**src/assert_macros.svh**
```systemverilog
// Assertion macros shared by the modular arithmetic unit RTL.
// No dependencies.
`ifndef ASSERT_MACROS_SVH
`define ASSERT_MACROS_SVH

// Checks that an implication holds on every clock edge outside reset.
`define ASSERT_IMPL(label, clk, rst_n, prop, msg) \
    label: assert property (@(posedge clk) disable iff (!rst_n) prop) else $error(msg);

// Checks that a signal is stable while a condition holds.
`define ASSERT_HOLD(label, clk, rst_n, cond, sig, msg) \
    label: assert property (@(posedge clk) disable iff (!rst_n) \
        (cond) |=> $stable(sig)) else $error(msg);

`endif

```
**src/mau_pkg.sv**
```systemverilog
// Package for the modular arithmetic unit: opcodes, state and command types.
// No dependencies.
`timescale 1ns / 1ps

package mau_pkg;

    localparam int DATA_WIDTH_DEF = 31;
    localparam logic [61:0] MODULUS_RESET = 62'd1000000007;

    typedef enum logic [2:0] {
        OP_ADD = 3'd0,
        OP_SUB = 3'd1,
        OP_MUL = 3'd2,
        OP_DIV = 3'd3,
        OP_REM = 3'd4,
        OP_NEG = 3'd5,
        OP_RSV6 = 3'd6,
        OP_RSV7 = 3'd7
    } op_t;

    typedef enum logic [3:0] {
        ST_IDLE,
        ST_RED_A,
        ST_RED_B,
        ST_DISPATCH,
        ST_EUCLID,
        ST_MUL,
        ST_REM,
        ST_OUT
    } state_t;

    // Commands from controller to datapath.
    typedef struct packed {
        logic load;        // capture the input transaction
        logic red_a_start; // start reducing a mod m
        logic red_b_start; // start reducing |b| mod m
        logic simple;      // compute add, sub, neg or reserved result
        logic euc_start;   // start extended Euclid on (b, m)
        logic mul_start;   // start a*y mod m
        logic rem_start;   // start a mod b
        logic div_step;    // advance the shared divider by one bit
        logic euc_step;    // advance Euclid bookkeeping when a quotient is done
        logic mul_step;    // advance the multiplier by one bit
        logic fin_rem;     // take remainder as result
    } cmd_t;

    // Status from datapath to controller.
    typedef struct packed {
        logic small_mod;   // modulus below two
        logic div_done;    // divider is in its last quotient-bit step
        logic euc_done;    // Euclid remainder reached zero
        logic euc_ok;      // gcd is one
        logic mul_done;    // multiplier is on its last bit
        logic b_zero;      // reduced b is zero
    } status_t;

endpackage

```
**src/mau_ctrl.sv**
```systemverilog
// Controller state machine for the modular arithmetic unit.
// Depends on mau_pkg.
`timescale 1ns / 1ps
`include "assert_macros.svh"

module mau_ctrl
(
    input  logic              clk,
    input  logic              rst_n,
    input  logic              in_valid,
    output logic              in_stall,
    output logic              out_valid,
    input  logic              out_stall,
    input  logic [2:0]        op,
    input  mau_pkg::status_t  sts,
    output mau_pkg::cmd_t     cmd
);

    mau_pkg::state_t state_reg, state_next;
    logic [2:0] op_reg, op_next;

    always_ff @(posedge clk or negedge rst_n)
    begin
        if (!rst_n)
        begin
            state_reg <= mau_pkg::ST_IDLE;
            op_reg    <= 3'd0;
        end
        else
        begin
            state_reg <= state_next;
            op_reg    <= op_next;
        end
    end

    always_comb
    begin
        state_next = state_reg;
        op_next    = op_reg;
        unique case (state_reg)
            mau_pkg::ST_IDLE:
                if (in_valid)
                begin
                    state_next = mau_pkg::ST_RED_A;
                    op_next    = op;
                end
            mau_pkg::ST_RED_A:
                if (sts.small_mod)
                    state_next = mau_pkg::ST_OUT;
                else if (sts.div_done)
                    state_next = mau_pkg::ST_RED_B;
            mau_pkg::ST_RED_B:
                if (sts.div_done)
                    state_next = mau_pkg::ST_DISPATCH;
            mau_pkg::ST_DISPATCH:
                case (op_reg)
                    mau_pkg::OP_MUL: state_next = mau_pkg::ST_MUL;
                    mau_pkg::OP_DIV: state_next = mau_pkg::ST_EUCLID;
                    mau_pkg::OP_REM:
                        state_next = sts.b_zero ? mau_pkg::ST_OUT : mau_pkg::ST_REM;
                    default: state_next = mau_pkg::ST_OUT;
                endcase
            mau_pkg::ST_EUCLID:
                if (sts.euc_done)
                    state_next = sts.euc_ok ? mau_pkg::ST_MUL : mau_pkg::ST_OUT;
            mau_pkg::ST_MUL:
                if (sts.mul_done)
                    state_next = mau_pkg::ST_OUT;
            mau_pkg::ST_REM:
                if (sts.div_done)
                    state_next = mau_pkg::ST_OUT;
            mau_pkg::ST_OUT:
                if (!out_stall)
                    state_next = mau_pkg::ST_IDLE;
            default: state_next = mau_pkg::ST_IDLE;
        endcase
    end

    always_comb
    begin
        cmd       = '0;
        in_stall  = (state_reg != mau_pkg::ST_IDLE);
        out_valid = (state_reg == mau_pkg::ST_OUT);
        unique case (state_reg)
            mau_pkg::ST_IDLE:
            begin
                cmd.load        = in_valid;
                cmd.red_a_start = in_valid;
            end
            mau_pkg::ST_RED_A:
            begin
                cmd.div_step    = 1'b1;
                cmd.red_b_start = sts.div_done;
            end
            mau_pkg::ST_RED_B:
                cmd.div_step = 1'b1;
            mau_pkg::ST_DISPATCH:
            begin
                cmd.simple    = 1'b1;
                cmd.mul_start = (op_reg == mau_pkg::OP_MUL);
                cmd.euc_start = (op_reg == mau_pkg::OP_DIV);
                cmd.rem_start = (op_reg == mau_pkg::OP_REM);
            end
            mau_pkg::ST_EUCLID:
            begin
                cmd.div_step  = 1'b1;
                cmd.euc_step  = sts.div_done;
                cmd.mul_start = sts.euc_done && sts.euc_ok;
            end
            mau_pkg::ST_MUL:
                cmd.mul_step = 1'b1;
            mau_pkg::ST_REM:
            begin
                cmd.div_step = 1'b1;
                cmd.fin_rem  = sts.div_done;
            end
            mau_pkg::ST_OUT: ;
            default: ;
        endcase
    end

    `ASSERT_IMPL(a_accept_only_idle, clk, rst_n,
        (in_valid && !in_stall) |=> (state_reg == mau_pkg::ST_RED_A), "accept left idle wrongly")
    `ASSERT_IMPL(a_out_then_idle, clk, rst_n,
        (out_valid && !out_stall) |=> (state_reg == mau_pkg::ST_IDLE), "result not retired")

endmodule

```
**src/mau_datapath.sv**
```systemverilog
// Datapath for the modular arithmetic unit: a shared restoring divider,
// extended Euclid bookkeeping and a shift-add modular multiplier. Uses mau_pkg.
`timescale 1ns / 1ps
`include "assert_macros.svh"

module mau_datapath
#(
    parameter int DATA_WIDTH = mau_pkg::DATA_WIDTH_DEF
)
(
    input  logic                  clk,
    input  logic                  rst_n,
    input  logic [DATA_WIDTH-1:0] modulus,
    input  logic [2:0]            req_type,
    input  logic [DATA_WIDTH-1:0] operand_a,
    input  logic [31:0]           operand_b,
    input  mau_pkg::cmd_t         cmd,
    output mau_pkg::status_t      sts,
    output logic [DATA_WIDTH-1:0] result,
    output logic                  op_error
);

    // Divider handles dividends up to the wider of DATA_WIDTH and 32 bits.
    localparam int NW = (DATA_WIDTH > 32) ? DATA_WIDTH : 32;
    localparam int CW = $clog2(NW + 1);
    localparam int SW = DATA_WIDTH + 2;   // signed Bezout coefficient width
    localparam int MW = $clog2(DATA_WIDTH + 1);

    logic [DATA_WIDTH-1:0] m_reg, a_reg, a_next, b_reg, b_next;
    logic [2:0]            op_reg;
    logic                  bneg_reg;
    logic [31:0]           bmag_reg;
    logic [DATA_WIDTH-1:0] b_red;

    // Shared divider: quotient register shifts the dividend out bit by bit.
    logic [NW-1:0]         q_reg, q_next;
    logic [DATA_WIDTH:0]   rem_reg, rem_next;
    logic [DATA_WIDTH-1:0] dvs_reg, dvs_next;
    logic [CW-1:0]         cnt_reg, cnt_next;
    logic                  busy_reg, busy_next;
    logic [DATA_WIDTH:0]   trial;
    logic [DATA_WIDTH:0]   shifted;
    logic [DATA_WIDTH:0]   div_rem_fin;
    logic [NW-1:0]         div_quo_fin;

    // Euclid state.
    logic [DATA_WIDTH-1:0] r1_reg, r1_next;
    logic signed [SW-1:0]  x0_reg, x0_next, x1_reg, x1_next;
    logic signed [SW-1:0]  qx_prod;

    // Multiplier state.
    logic [DATA_WIDTH-1:0] acc_reg, acc_next, mx_reg, mx_next, my_reg, my_next;
    logic [MW-1:0]         mcnt_reg, mcnt_next;
    logic [DATA_WIDTH:0]   sum_acc, sum_dbl;

    logic [DATA_WIDTH-1:0] res_reg, res_next;
    logic                  err_reg, err_next;
    logic [DATA_WIDTH-1:0] inv;
    logic [DATA_WIDTH:0]   add_s, sub_s;

    // During the last divide step the final quotient and remainder are not yet
    // registered, so they are formed here for whoever consumes them at div_done.
    always_comb
    begin
        shifted     = {rem_reg[DATA_WIDTH-1:0], q_reg[NW-1]};
        trial       = shifted - {1'b0, dvs_reg};
        div_rem_fin = trial[DATA_WIDTH] ? shifted : trial;
        div_quo_fin = {q_reg[NW-2:0], ~trial[DATA_WIDTH]};
    end

    assign b_red   = (bneg_reg && rem_reg != '0)
                   ? DATA_WIDTH'({1'b0, m_reg} - rem_reg) : rem_reg[DATA_WIDTH-1:0];
    assign qx_prod = $signed({1'b0, div_quo_fin[DATA_WIDTH-1:0]}) * x1_reg;
    assign sum_acc = {1'b0, acc_reg} + {1'b0, mx_reg};
    assign sum_dbl = {1'b0, mx_reg} + {1'b0, mx_reg};
    assign add_s   = {1'b0, a_reg} + {1'b0, b_reg};
    assign sub_s   = {1'b0, a_reg} - {1'b0, b_reg};
    // The final Euclid step moves x1 into x0, so the inverse is read from x1.
    assign inv     = (x1_reg < 0) ? DATA_WIDTH'(x1_reg + SW'(m_reg))
                                  : DATA_WIDTH'(x1_reg);

    always_comb
    begin
        a_next = a_reg; b_next = b_reg;
        q_next = q_reg; rem_next = rem_reg; dvs_next = dvs_reg;
        cnt_next = cnt_reg; busy_next = busy_reg;
        r1_next = r1_reg; x0_next = x0_reg; x1_next = x1_reg;
        acc_next = acc_reg; mx_next = mx_reg; my_next = my_reg; mcnt_next = mcnt_reg;
        res_next = res_reg; err_next = err_reg;

        if (cmd.div_step && busy_reg)
        begin
            q_next = {q_reg[NW-2:0], 1'b0};
            if (!trial[DATA_WIDTH])
            begin
                rem_next  = trial;
                q_next[0] = 1'b1;
            end
            else
                rem_next = shifted;
            cnt_next = cnt_reg - 1'b1;
            if (cnt_reg == CW'(1))
                busy_next = 1'b0;
        end

        if (cmd.load)
        begin
            res_next = '0;
            err_next = 1'b0;
        end
        if (cmd.red_a_start)
        begin
            q_next    = NW'(operand_a);
            rem_next  = '0;
            dvs_next  = modulus;
            cnt_next  = CW'(NW);
            busy_next = 1'b1;
        end
        if (cmd.red_b_start)
        begin
            a_next    = div_rem_fin[DATA_WIDTH-1:0];
            q_next    = NW'(bmag_reg);
            rem_next  = '0;
            cnt_next  = CW'(NW);
            busy_next = 1'b1;
        end
        if (cmd.simple)
        begin
            b_next = b_red;
            unique case (op_reg)
                mau_pkg::OP_ADD:
                    res_next = (add_s >= {1'b0, m_reg}) ? DATA_WIDTH'(add_s - {1'b0, m_reg})
                                                         : add_s[DATA_WIDTH-1:0];
                mau_pkg::OP_SUB:
                    res_next = sub_s[DATA_WIDTH] ? DATA_WIDTH'(sub_s + {1'b0, m_reg})
                                                 : sub_s[DATA_WIDTH-1:0];
                mau_pkg::OP_NEG:
                    res_next = (a_reg == '0) ? '0 : m_reg - a_reg;
                default: res_next = '0;
            endcase
            // b_reg above is still the old value, so add/sub use the fresh one here.
            unique case (op_reg)
                mau_pkg::OP_ADD, mau_pkg::OP_SUB:
                begin
                    if (op_reg == mau_pkg::OP_ADD)
                    begin
                        if ({1'b0, a_reg} + {1'b0, b_next} >= {1'b0, m_reg})
                            res_next = DATA_WIDTH'({1'b0, a_reg} + {1'b0, b_next}
                                                   - {1'b0, m_reg});
                        else
                            res_next = DATA_WIDTH'({1'b0, a_reg} + {1'b0, b_next});
                    end
                    else if (a_reg >= b_next)
                        res_next = a_reg - b_next;
                    else
                        res_next = DATA_WIDTH'({1'b0, a_reg} + {1'b0, m_reg}
                                               - {1'b0, b_next});
                end
                default: ;
            endcase
            err_next = (op_reg == mau_pkg::OP_REM) && (b_next == '0);
        end
        if (cmd.euc_start)
        begin
            // Inverse of b via Euclid on (b, m); first step divides b by m.
            r1_next   = m_reg;
            x0_next   = SW'(1); x1_next = '0;
            q_next    = NW'(b_next);
            rem_next  = '0;
            dvs_next  = m_reg;
            cnt_next  = CW'(NW);
            busy_next = 1'b1;
        end
        if (cmd.euc_step)
        begin
            r1_next = div_rem_fin[DATA_WIDTH-1:0];
            x0_next = x1_reg;
            x1_next = x0_reg - qx_prod;
            if (div_rem_fin != '0)
            begin
                q_next    = NW'(r1_reg);
                rem_next  = '0;
                dvs_next  = div_rem_fin[DATA_WIDTH-1:0];
                cnt_next  = CW'(NW);
                busy_next = 1'b1;
            end
        end
        if (cmd.simple && op_reg == mau_pkg::OP_MUL)
        begin
            acc_next = '0; mx_next = a_reg; my_next = b_next; mcnt_next = MW'(DATA_WIDTH);
        end
        else if (cmd.mul_start)
        begin
            acc_next = '0; mx_next = a_reg; my_next = inv; mcnt_next = MW'(DATA_WIDTH);
        end
        if (cmd.mul_step && mcnt_reg != '0)
        begin
            if (my_reg[0])
                acc_next = (sum_acc >= {1'b0, m_reg}) ? DATA_WIDTH'(sum_acc - {1'b0, m_reg})
                                                      : sum_acc[DATA_WIDTH-1:0];
            mx_next   = (sum_dbl >= {1'b0, m_reg}) ? DATA_WIDTH'(sum_dbl - {1'b0, m_reg})
                                                   : sum_dbl[DATA_WIDTH-1:0];
            my_next   = my_reg >> 1;
            mcnt_next = mcnt_reg - 1'b1;
            if (mcnt_reg == MW'(1))
                res_next = (my_reg[0]) ? acc_next : acc_reg;
        end
        if (cmd.rem_start)
        begin
            q_next    = NW'(a_reg);
            rem_next  = '0;
            dvs_next  = b_next;
            cnt_next  = CW'(NW);
            busy_next = 1'b1;
        end
        if (cmd.fin_rem)
            res_next = div_rem_fin[DATA_WIDTH-1:0];
        if (cmd.euc_step && div_rem_fin == '0 && r1_reg != DATA_WIDTH'(1))
        begin
            err_next = 1'b1;
            res_next = '0;
        end
    end

    always_ff @(posedge clk or negedge rst_n)
    begin
        if (!rst_n)
        begin
            busy_reg <= 1'b0;
            cnt_reg  <= '0;
            mcnt_reg <= '0;
        end
        else
        begin
            busy_reg <= busy_next;
            cnt_reg  <= cnt_next;
            mcnt_reg <= mcnt_next;
        end
    end

    always_ff @(posedge clk)
    begin
        if (cmd.load)
        begin
            m_reg    <= modulus;
            op_reg   <= req_type;
            bneg_reg <= operand_b[31];
            bmag_reg <= operand_b[31] ? (~operand_b + 32'd1) : operand_b;
        end
        a_reg <= a_next;   b_reg <= b_next;
        q_reg <= q_next;   rem_reg <= rem_next; dvs_reg <= dvs_next;
        r1_reg <= r1_next; x0_reg <= x0_next; x1_reg <= x1_next;
        acc_reg <= acc_next; mx_reg <= mx_next; my_reg <= my_next;
        res_reg <= res_next; err_reg <= err_next;
    end

    // Euclid stops when the new remainder is zero; gcd is then r1.
    always_comb
    begin
        sts.small_mod = (m_reg < DATA_WIDTH'(2));
        sts.div_done  = busy_reg && (cnt_reg == CW'(1));
        sts.euc_done  = sts.div_done && (div_rem_fin == '0);
        sts.euc_ok    = (r1_reg == DATA_WIDTH'(1));
        sts.mul_done  = (mcnt_reg == MW'(1));
        sts.b_zero    = (b_red == '0);
    end

    assign result   = res_reg;
    assign op_error = err_reg;

    `ASSERT_IMPL(a_res_below_m, clk, rst_n,
        (cmd.fin_rem) |=> (res_reg < m_reg), "remainder not below modulus")

endmodule

```
**src/modular_arithmetic_unit_top.sv**
```systemverilog
// Top level of the modular arithmetic unit: modulus register, controller
// and datapath. Depends on mau_pkg, mau_ctrl and mau_datapath.
// Usage:
//   Input channel in_valid/in_stall carries req_type, operand_a, operand_b.
//   Output channel out_valid/out_stall carries result and op_error.
//   The modulus register is written over cfg_valid/cfg_ready/cfg_data;
//   the user must write it only while the unit is idle, as the block
//   does not enforce this; cfg_ready is always high. One transaction is
//   processed at a time. A bit-serial restoring divider reduces a, then
//   |b|; add/sub/negate then finish in the dispatch state and out_valid
//   rises in the output state. Multiply then runs a shift-add multiplier
//   over DATA_WIDTH bits, and remainder one more divide pass. Divide runs
//   extended Euclid, each quotient step a full divide pass, then a multiply.
//   With a modulus below two the controller goes straight from reducing a
//   to output. The next input can be accepted in the cycle after the result.
//   Reset returns to idle and loads the modulus with 1000000007.
//   While out_stall is high the result holds and no new input is taken.
`timescale 1ns / 1ps
module modular_arithmetic_unit_top
#(
    parameter int DATA_WIDTH = mau_pkg::DATA_WIDTH_DEF
)
(
    input  logic                  clk,
    input  logic                  rst_n,
    input  logic                  in_valid,
    output logic                  in_stall,
    input  logic [2:0]            req_type,
    input  logic [DATA_WIDTH-1:0] operand_a,
    input  logic signed [31:0]    operand_b,
    output logic                  out_valid,
    input  logic                  out_stall,
    output logic [DATA_WIDTH-1:0] result,
    output logic                  op_error,
    input  logic                  cfg_valid,
    output logic                  cfg_ready,
    input  logic [DATA_WIDTH-1:0] cfg_data
);

    logic [DATA_WIDTH-1:0] modulus_reg;
    mau_pkg::cmd_t         cmd;
    mau_pkg::status_t      sts;

    assign cfg_ready = 1'b1;

    always_ff @(posedge clk or negedge rst_n)
    begin
        if (!rst_n)
            modulus_reg <= DATA_WIDTH'(mau_pkg::MODULUS_RESET);
        else if (cfg_valid && cfg_ready)
            modulus_reg <= cfg_data;
    end

    mau_ctrl u_ctrl
    (
        .clk       (clk),
        .rst_n     (rst_n),
        .in_valid  (in_valid),
        .in_stall  (in_stall),
        .out_valid (out_valid),
        .out_stall (out_stall),
        .op        (req_type),
        .sts       (sts),
        .cmd       (cmd)
    );

    mau_datapath #(.DATA_WIDTH(DATA_WIDTH)) u_dp
    (
        .clk       (clk),
        .rst_n     (rst_n),
        .modulus   (modulus_reg),
        .req_type  (req_type),
        .operand_a (operand_a),
        .operand_b (operand_b),
        .cmd       (cmd),
        .sts       (sts),
        .result    (result),
        .op_error  (op_error)
    );

endmodule
```
**config.mk**
```make
export PLATFORM = sky130hd
export DESIGN_NAME = modular_arithmetic_unit_top
export DESIGN_NICKNAME = d
export VERILOG_FILES = /design/src/mau_pkg.sv /design/src/mau_ctrl.sv /design/src/mau_datapath.sv /design/src/modular_arithmetic_unit_top.sv
export VERILOG_INCLUDE_DIRS = /design/src /design/src/src
export SDC_FILE = /design/constraint.sdc
export NUM_CORES = 2
export LEC_CHECK = 0
export ABC_AREA = 0
export BUFFER_PORTS_ARGS = -buffer_cell sky130_fd_sc_hd__buf_2
export CAP_MARGIN = 20
export CORE_MARGIN = 3
export CORE_UTILIZATION = 66
export CTS_CLUSTER_DIAMETER = 50
export DETAILED_ROUTE_END_ITERATION = 10
export PLACE_DENSITY = 0.83
export SYNTH_ARGS = -nofsm -noshare
export SYNTH_HDL_FRONTEND = slang
export SYNTH_HIERARCHICAL = 1
export SYNTH_SLANG_ARGS = --single-unit
```
**constraint.sdc**
```tcl
create_clock -name clk -period 33.8 [get_ports clk]
set_input_delay 6.76 -clock clk [delete_from_list [all_inputs] [get_ports clk]]
set_output_delay 6.76 -clock clk [all_outputs]
set_load 0.05 [all_outputs]
```
# == Yosys cells after proc, flatten, opt, wreduce, memory -nomap -nowiden ==
# Cells that the tools add are included.
# totals
reg_bits,496
inputBits,102
out_inout_bits,35
word_cells,206
# classes
add_sub_neg,21
n_mul,1
magnitude_cmp,7
eq_ne,25
n_mux,97
bitwise,2
n_reduce_logical,27
# ops
cell,count
$mux 31,36
$mux 32,13
$sub 31x31->31,8
$mux 33,4
$add 31x31->32,4
$ge 32x31->1,4
$add 31x31->31,3
$pmux 31 s3,1
$reduce_bool 32->1,2
$logic_not 31->1,2
$mux 6,7
$lt 33x1->1 const B,1
$mul 32x33->33,1
$sub 33x33->33,1
$add 32x1->32 const B,1
$logic_not 32->1,1
$mux 4,8
$not 32->32,1
$pmux 4 s8,1
$sub 31x31->32,1
$sub 32x31->32,1
$eq 31x1->1 const B,1
$ge 31x31->1,1
$lt 31x2->1 const B,1
32 further kinds,76

# == Depth between registers and ports, before layout ==
# logic_depth
word_depth,13
depth_mapped,47
ltp_nobuf,44

# == Cells and area by module ==
# Netlist, hierarchy kept.
# by_module_without_submodules
module,instances,cells_per_inst,area_per_inst_um2
mau_datapath,1,6903,58040.7
modular_arithmetic_unit_top,1,67,1189.9
mau_ctrl,1,56,518.0

# == Worst setup path after synthesis ==
# OpenSTA, ideal clock, no wires.
# synth_timing
kind,register to register
start,register u_dp.rem_reg[0]
end,register u_dp.x1_reg[32] (data pin)
arrival_ns,11.064
t_required_ns,33.545
slack_ns,22.482
stages_incl_launch_ff,47
period_less_slack_ns,11.318
cell_sequence,dfxtp_1 ha_1 nor2b_1 o21a_1 o21ai_1 a21oi_1 a22o_1 or3_1 a311o_1 a21o_1 a21oi_1 nor2b_1 o21ai_0 nand2b_1 ha_1 clkbuf_1 buf_4 buf_4 [11 not listed] inv_1 fa_1 inv_1 fa_1 inv_1 ha_1 o21a_1 o21ai_0 nor3b_1 a21oi_1 o21bai_1 o221a_2 a211o_1 o41a_1 a211o_1 a21oi_1 xnor2_1 and2_1
# synth_via
elab_chain_cells,5
# synth_rtl
element,line,rtl
start: declaration,mau_datapath.sv:37,"logic [DATA_WIDTH:0] rem_reg, rem_next;"
start signal: assignment,mau_datapath.sv:251,q_reg <= q_next; rem_reg <= rem_next; dvs_reg <= dvs_next;
$sub 32x31->32,mau_datapath.sv:66,"trial = shifted - {1'b0, dvs_reg};"
$not 1->1,mau_datapath.sv:68,"div_quo_fin = {q_reg[NW-2:0], ~trial[DATA_WIDTH]};"
$mul 32x33->33,mau_datapath.sv:73,"assign qx_prod = $signed({1'b0, div_quo_fin[DATA_WIDTH-1:0]}) * x1_reg;"
$sub 33x33->33,mau_datapath.sv:178,x1_next = x0_reg - qx_prod;
$mux 33,mau_datapath.sv:174,if (cmd.euc_step)
end signal: assignment,mau_datapath.sv:252,r1_reg <= r1_next; x0_reg <= x0_next; x1_reg <= x1_next;
end: declaration,mau_datapath.sv:48,"logic signed [SW-1:0] x0_reg, x0_next, x1_reg, x1_next;"
# No other way between the ends.
# A chain may end at the register's enable or synchronous reset.

# == Worst setup path in the final report ==
# layout_timing
start,register u_dp.rem_reg[0]
end,register u_dp.x1_reg[31] (data pin)
# The elaborated chain is that of the path after synthesis.

==> flow_summary.yaml <==
clock_network:
  cts-htree-levels: 3
  hold_buffers: 0
  cts_sinks: 495
  clock-root-buffer: "clkbuf_16"
  cts_resized: 0
  cts.clk_slew.worst_paths_ns: 0.06
  cts_tree: "built"
  clk_latency_ns: 0.70
  clock_path_buffers: 3
  numCtsBuffers: 78
  cts_setup_buffers: 0
final_layout:
  utilization: 0.723
  fillerInstances: 6843
  syn_to_final_growth_pct: 7.79
  seqCellArea_um2: 12700
  multiInputGateArea_um2: 42800
  drive_gt1_frac: 0.0756
  fin_nets: 8143
detailed_routing:
  drc: 0
  via_per_inst: 6.64
  drt-initial-drc-count: 6602
  vias: 54900
  drtPass1Iterations: 9
  detail-route-antenna-nets: 0
  routed_wl_mm: 222
  routedWlPerCell_um: 26.9
timing:
  rsz0062_at_grt: "no"
  timing.final.crit_share: 0.356
  fin_setup_tns_ns: 0
  hold_slack_ns: 0.483
  hold_viol_final: 0
  skew_ns: 0.0690
  worst_pin_slew_ns: 1.30
  layout_min_cycle_time_ns: 12.03
  fmax_mhz: 83.1
  slew-limit-headroom: 0.135
  drv_slew: 0
  finalSetupViolCount: 0
worst_setup_path:
  slowest_stage: "ha_4"
  cp_max_fo: 43
  r2r_cells: 40
  critPathMostFrequentCell: "fa_1"
  cp.required_ns: 34.16
  cp.arrival_ns: 12.39
  cp-end-kind: "flop"
  cp-start-kind: "flop"
  path_class: "flop to flop"
  critPathMaxStageDelay_ns: 0.66
place:
  portBuffers: 135
  dpl.hpwl_mm: 170
  gp_congestion: 1.10
logic_synthesis:
  syn_area_per_cell_um2: 8.50
  synthesis.nets: 8145
  synth_top_area_frac: 0.171
  synth_top_flop_cell: "edfxtp_1"
  async_flop_share: 0.0990
  syn_area_um2: 59700
  seq_area_frac_synth: 0.213
  yosysUniqueCellTypes: 94
  ys_warn_count: 6
  synth_largest_area_cell: "fa_1"
  synth_edf_count: 256
  ys_ff_latch: 495
  synth.area.top_cells: "fa_1 (17%), edfxtp_1 (13%), ha_1 (11%)"
  netlist_instances: 7026
power_and_ir_drop:
  p_int_mw: 1.30
  p_clk_frac: 0.460
  seqPwrFrac: 0.347
  pwr-share-comb: 0.193
  total_power_mw: 1.88
  leakage_nw: 29.8
  irDropWorstVdd_uv: 50.7
  power.density_nw_per_um2: 29.1
  swShare: 0.305
  switchingPower_uw: 572
die:
  rows: 109
  core_um2: 89100
  die_h_um: 307
  die_x_um: 307
  start_util: 0.671
  io_pins: 137
  dieArea_um2: 94200
worst_hold_path:
  hold_depth: 2
  min_path_type: "flop to flop"
global_routing:
  antenna_found_initial: 17
  gr-usage-all-layers: 0.468
  grt_overflow: 0
  grt_max_degree: 159
  grt_pass1_vias: 54700
  grt_pass1_wl_mm: 331
run_status:
  status: "finished clean"
job:
  maxCapViolCount: 0
## cells in the final DEF (no fill, tap or decap), types with 69 or more instances in the layout
cell type  synthesis  routed
inv_1            803     802
nand2_1          702     699
a21oi_1          555     555
fa_1             510     510
ha_1             507     506
nor2_1           505     502
o21ai_0          395     394
and2_1           388     387
xnor2_1          284     284
edfxtp_1         256     256
dfxtp_1          190     185
mux2i_1          141     141
buf_2              7     136
a21o_1           126     126
buf_4             13     113
xor2_1           104     104
a211oi_1          97      97
clkbuf_16          0      81
nand3_1           78      78
nor3_1            79      77
mux2_2            69      69
## final timing paths
| kind | from | endpoint | slack, ns |
|---|---|---|---|
| max | u_dp/rem_reg[0] | u_dp/x1_reg[31] | 21.77 |
| min | u_dp/acc_reg[27] | u_dp/acc_reg[27] | 0.48 |
| max reg2reg | u_dp/rem_reg[0] | u_dp/x1_reg[31] | 21.77 |
| min reg2reg | u_dp/acc_reg[27] | u_dp/acc_reg[27] | 0.48 |
| max in group asynchronous | rst_n | u_ctrl/op_reg[1] | 27.13 |
| min in group asynchronous | rst_n | modulus_reg[26] | 6.20 |
## power groups by stage
stage / clock [mW] / sequential (mW) / combinational [mW]
floorplan: 0 / 0.655 / 0.259
global placement: 0 / 0.662 / 0.343
global route: 0.890 / 0.650 / 0.398
finish: 0.863 / 0.651 / 0.362
CTS: 0.865 / 0.650 / 0.355
detailed placement: 0 / 0.662 / 0.350
## synthesized netlist by cell type (all sizes together) (21+ instances only)
library cell	instances
inv	804
nand2	702
a21oi	555
fa	510
ha	507
nor2	506
o21ai	399
and2	390
xnor2	284
clkbuf	283
edfxtp	256
dfxtp	190
mux2i	141
a21o	126
xor2	104
a211oi	97
nor3	79
nand3	78
mux2	72
nor2b	63
nor4	57
nand2b	54
o21a	53
o21bai	51
o31ai	50
a31oi	49
buf	48
nand4	48
o211ai	37
or3	36
dfrtp	33
and3	29
a211o	21
## layer usage
layer | vias to the layer above | GRT usage | routed length (um)
li1 | 23900 | - | -
met1 | 26300 | 0.565 | 80200
met2 | 3579 | 0.718 | 97000
met3 | 1086 | 0.135 | 25600
met4 | 14 | 0.340 | 19200
met5 | - | 0 | 92
## critical path, delay by kind of cell (launching register included)
family                   cells  cell delay, ns
AO/OA/AOI/OAI               18            4.57
XOR/XNOR                     1            0.19
adder cells (fa/ha/maj)     11            5.11
buffers and inverters        4            0.20
flip-flops                   1            0.55
AND/OR/NAND/NOR              6            1.02
## logic make-up after synthesis
logic type      after synthesis  share of synthesized area
simple gates               2112                      0.170
compound gates             1660                      0.172
buf+inv                    1140                     0.0734
fa+ha+maj                  1017                      0.277
flops                       495                      0.213
xor+xnor                    388                     0.0569
mux                         213                     0.0374
other cells                   1                  0.0000628
## area by class of cell
cell class,count,share of cell area
Timing Repair Buffer,251,0.0243
Antenna cell,16,0.000622
Clock inverter,49,0.0107
Clock buffer,96,0.0328
Multi-Input combinational cell,5391,0.664
Tap cell,1165,0.0226
Sequential cell,495,0.198
Inverter,807,0.0470
## through the flow
step                worst slack, ns  instance area, um^2  cells
finish                        21.77                64400   8270
global route                  21.34                64400   8255
CTS                           22.02                64300   8252
detailed placement            22.19                61500   8107
global placement              22.42                61500   8107
floorplan                     22.48                59700   7026
Note: power is estimated with default switching activity, not from simulation.
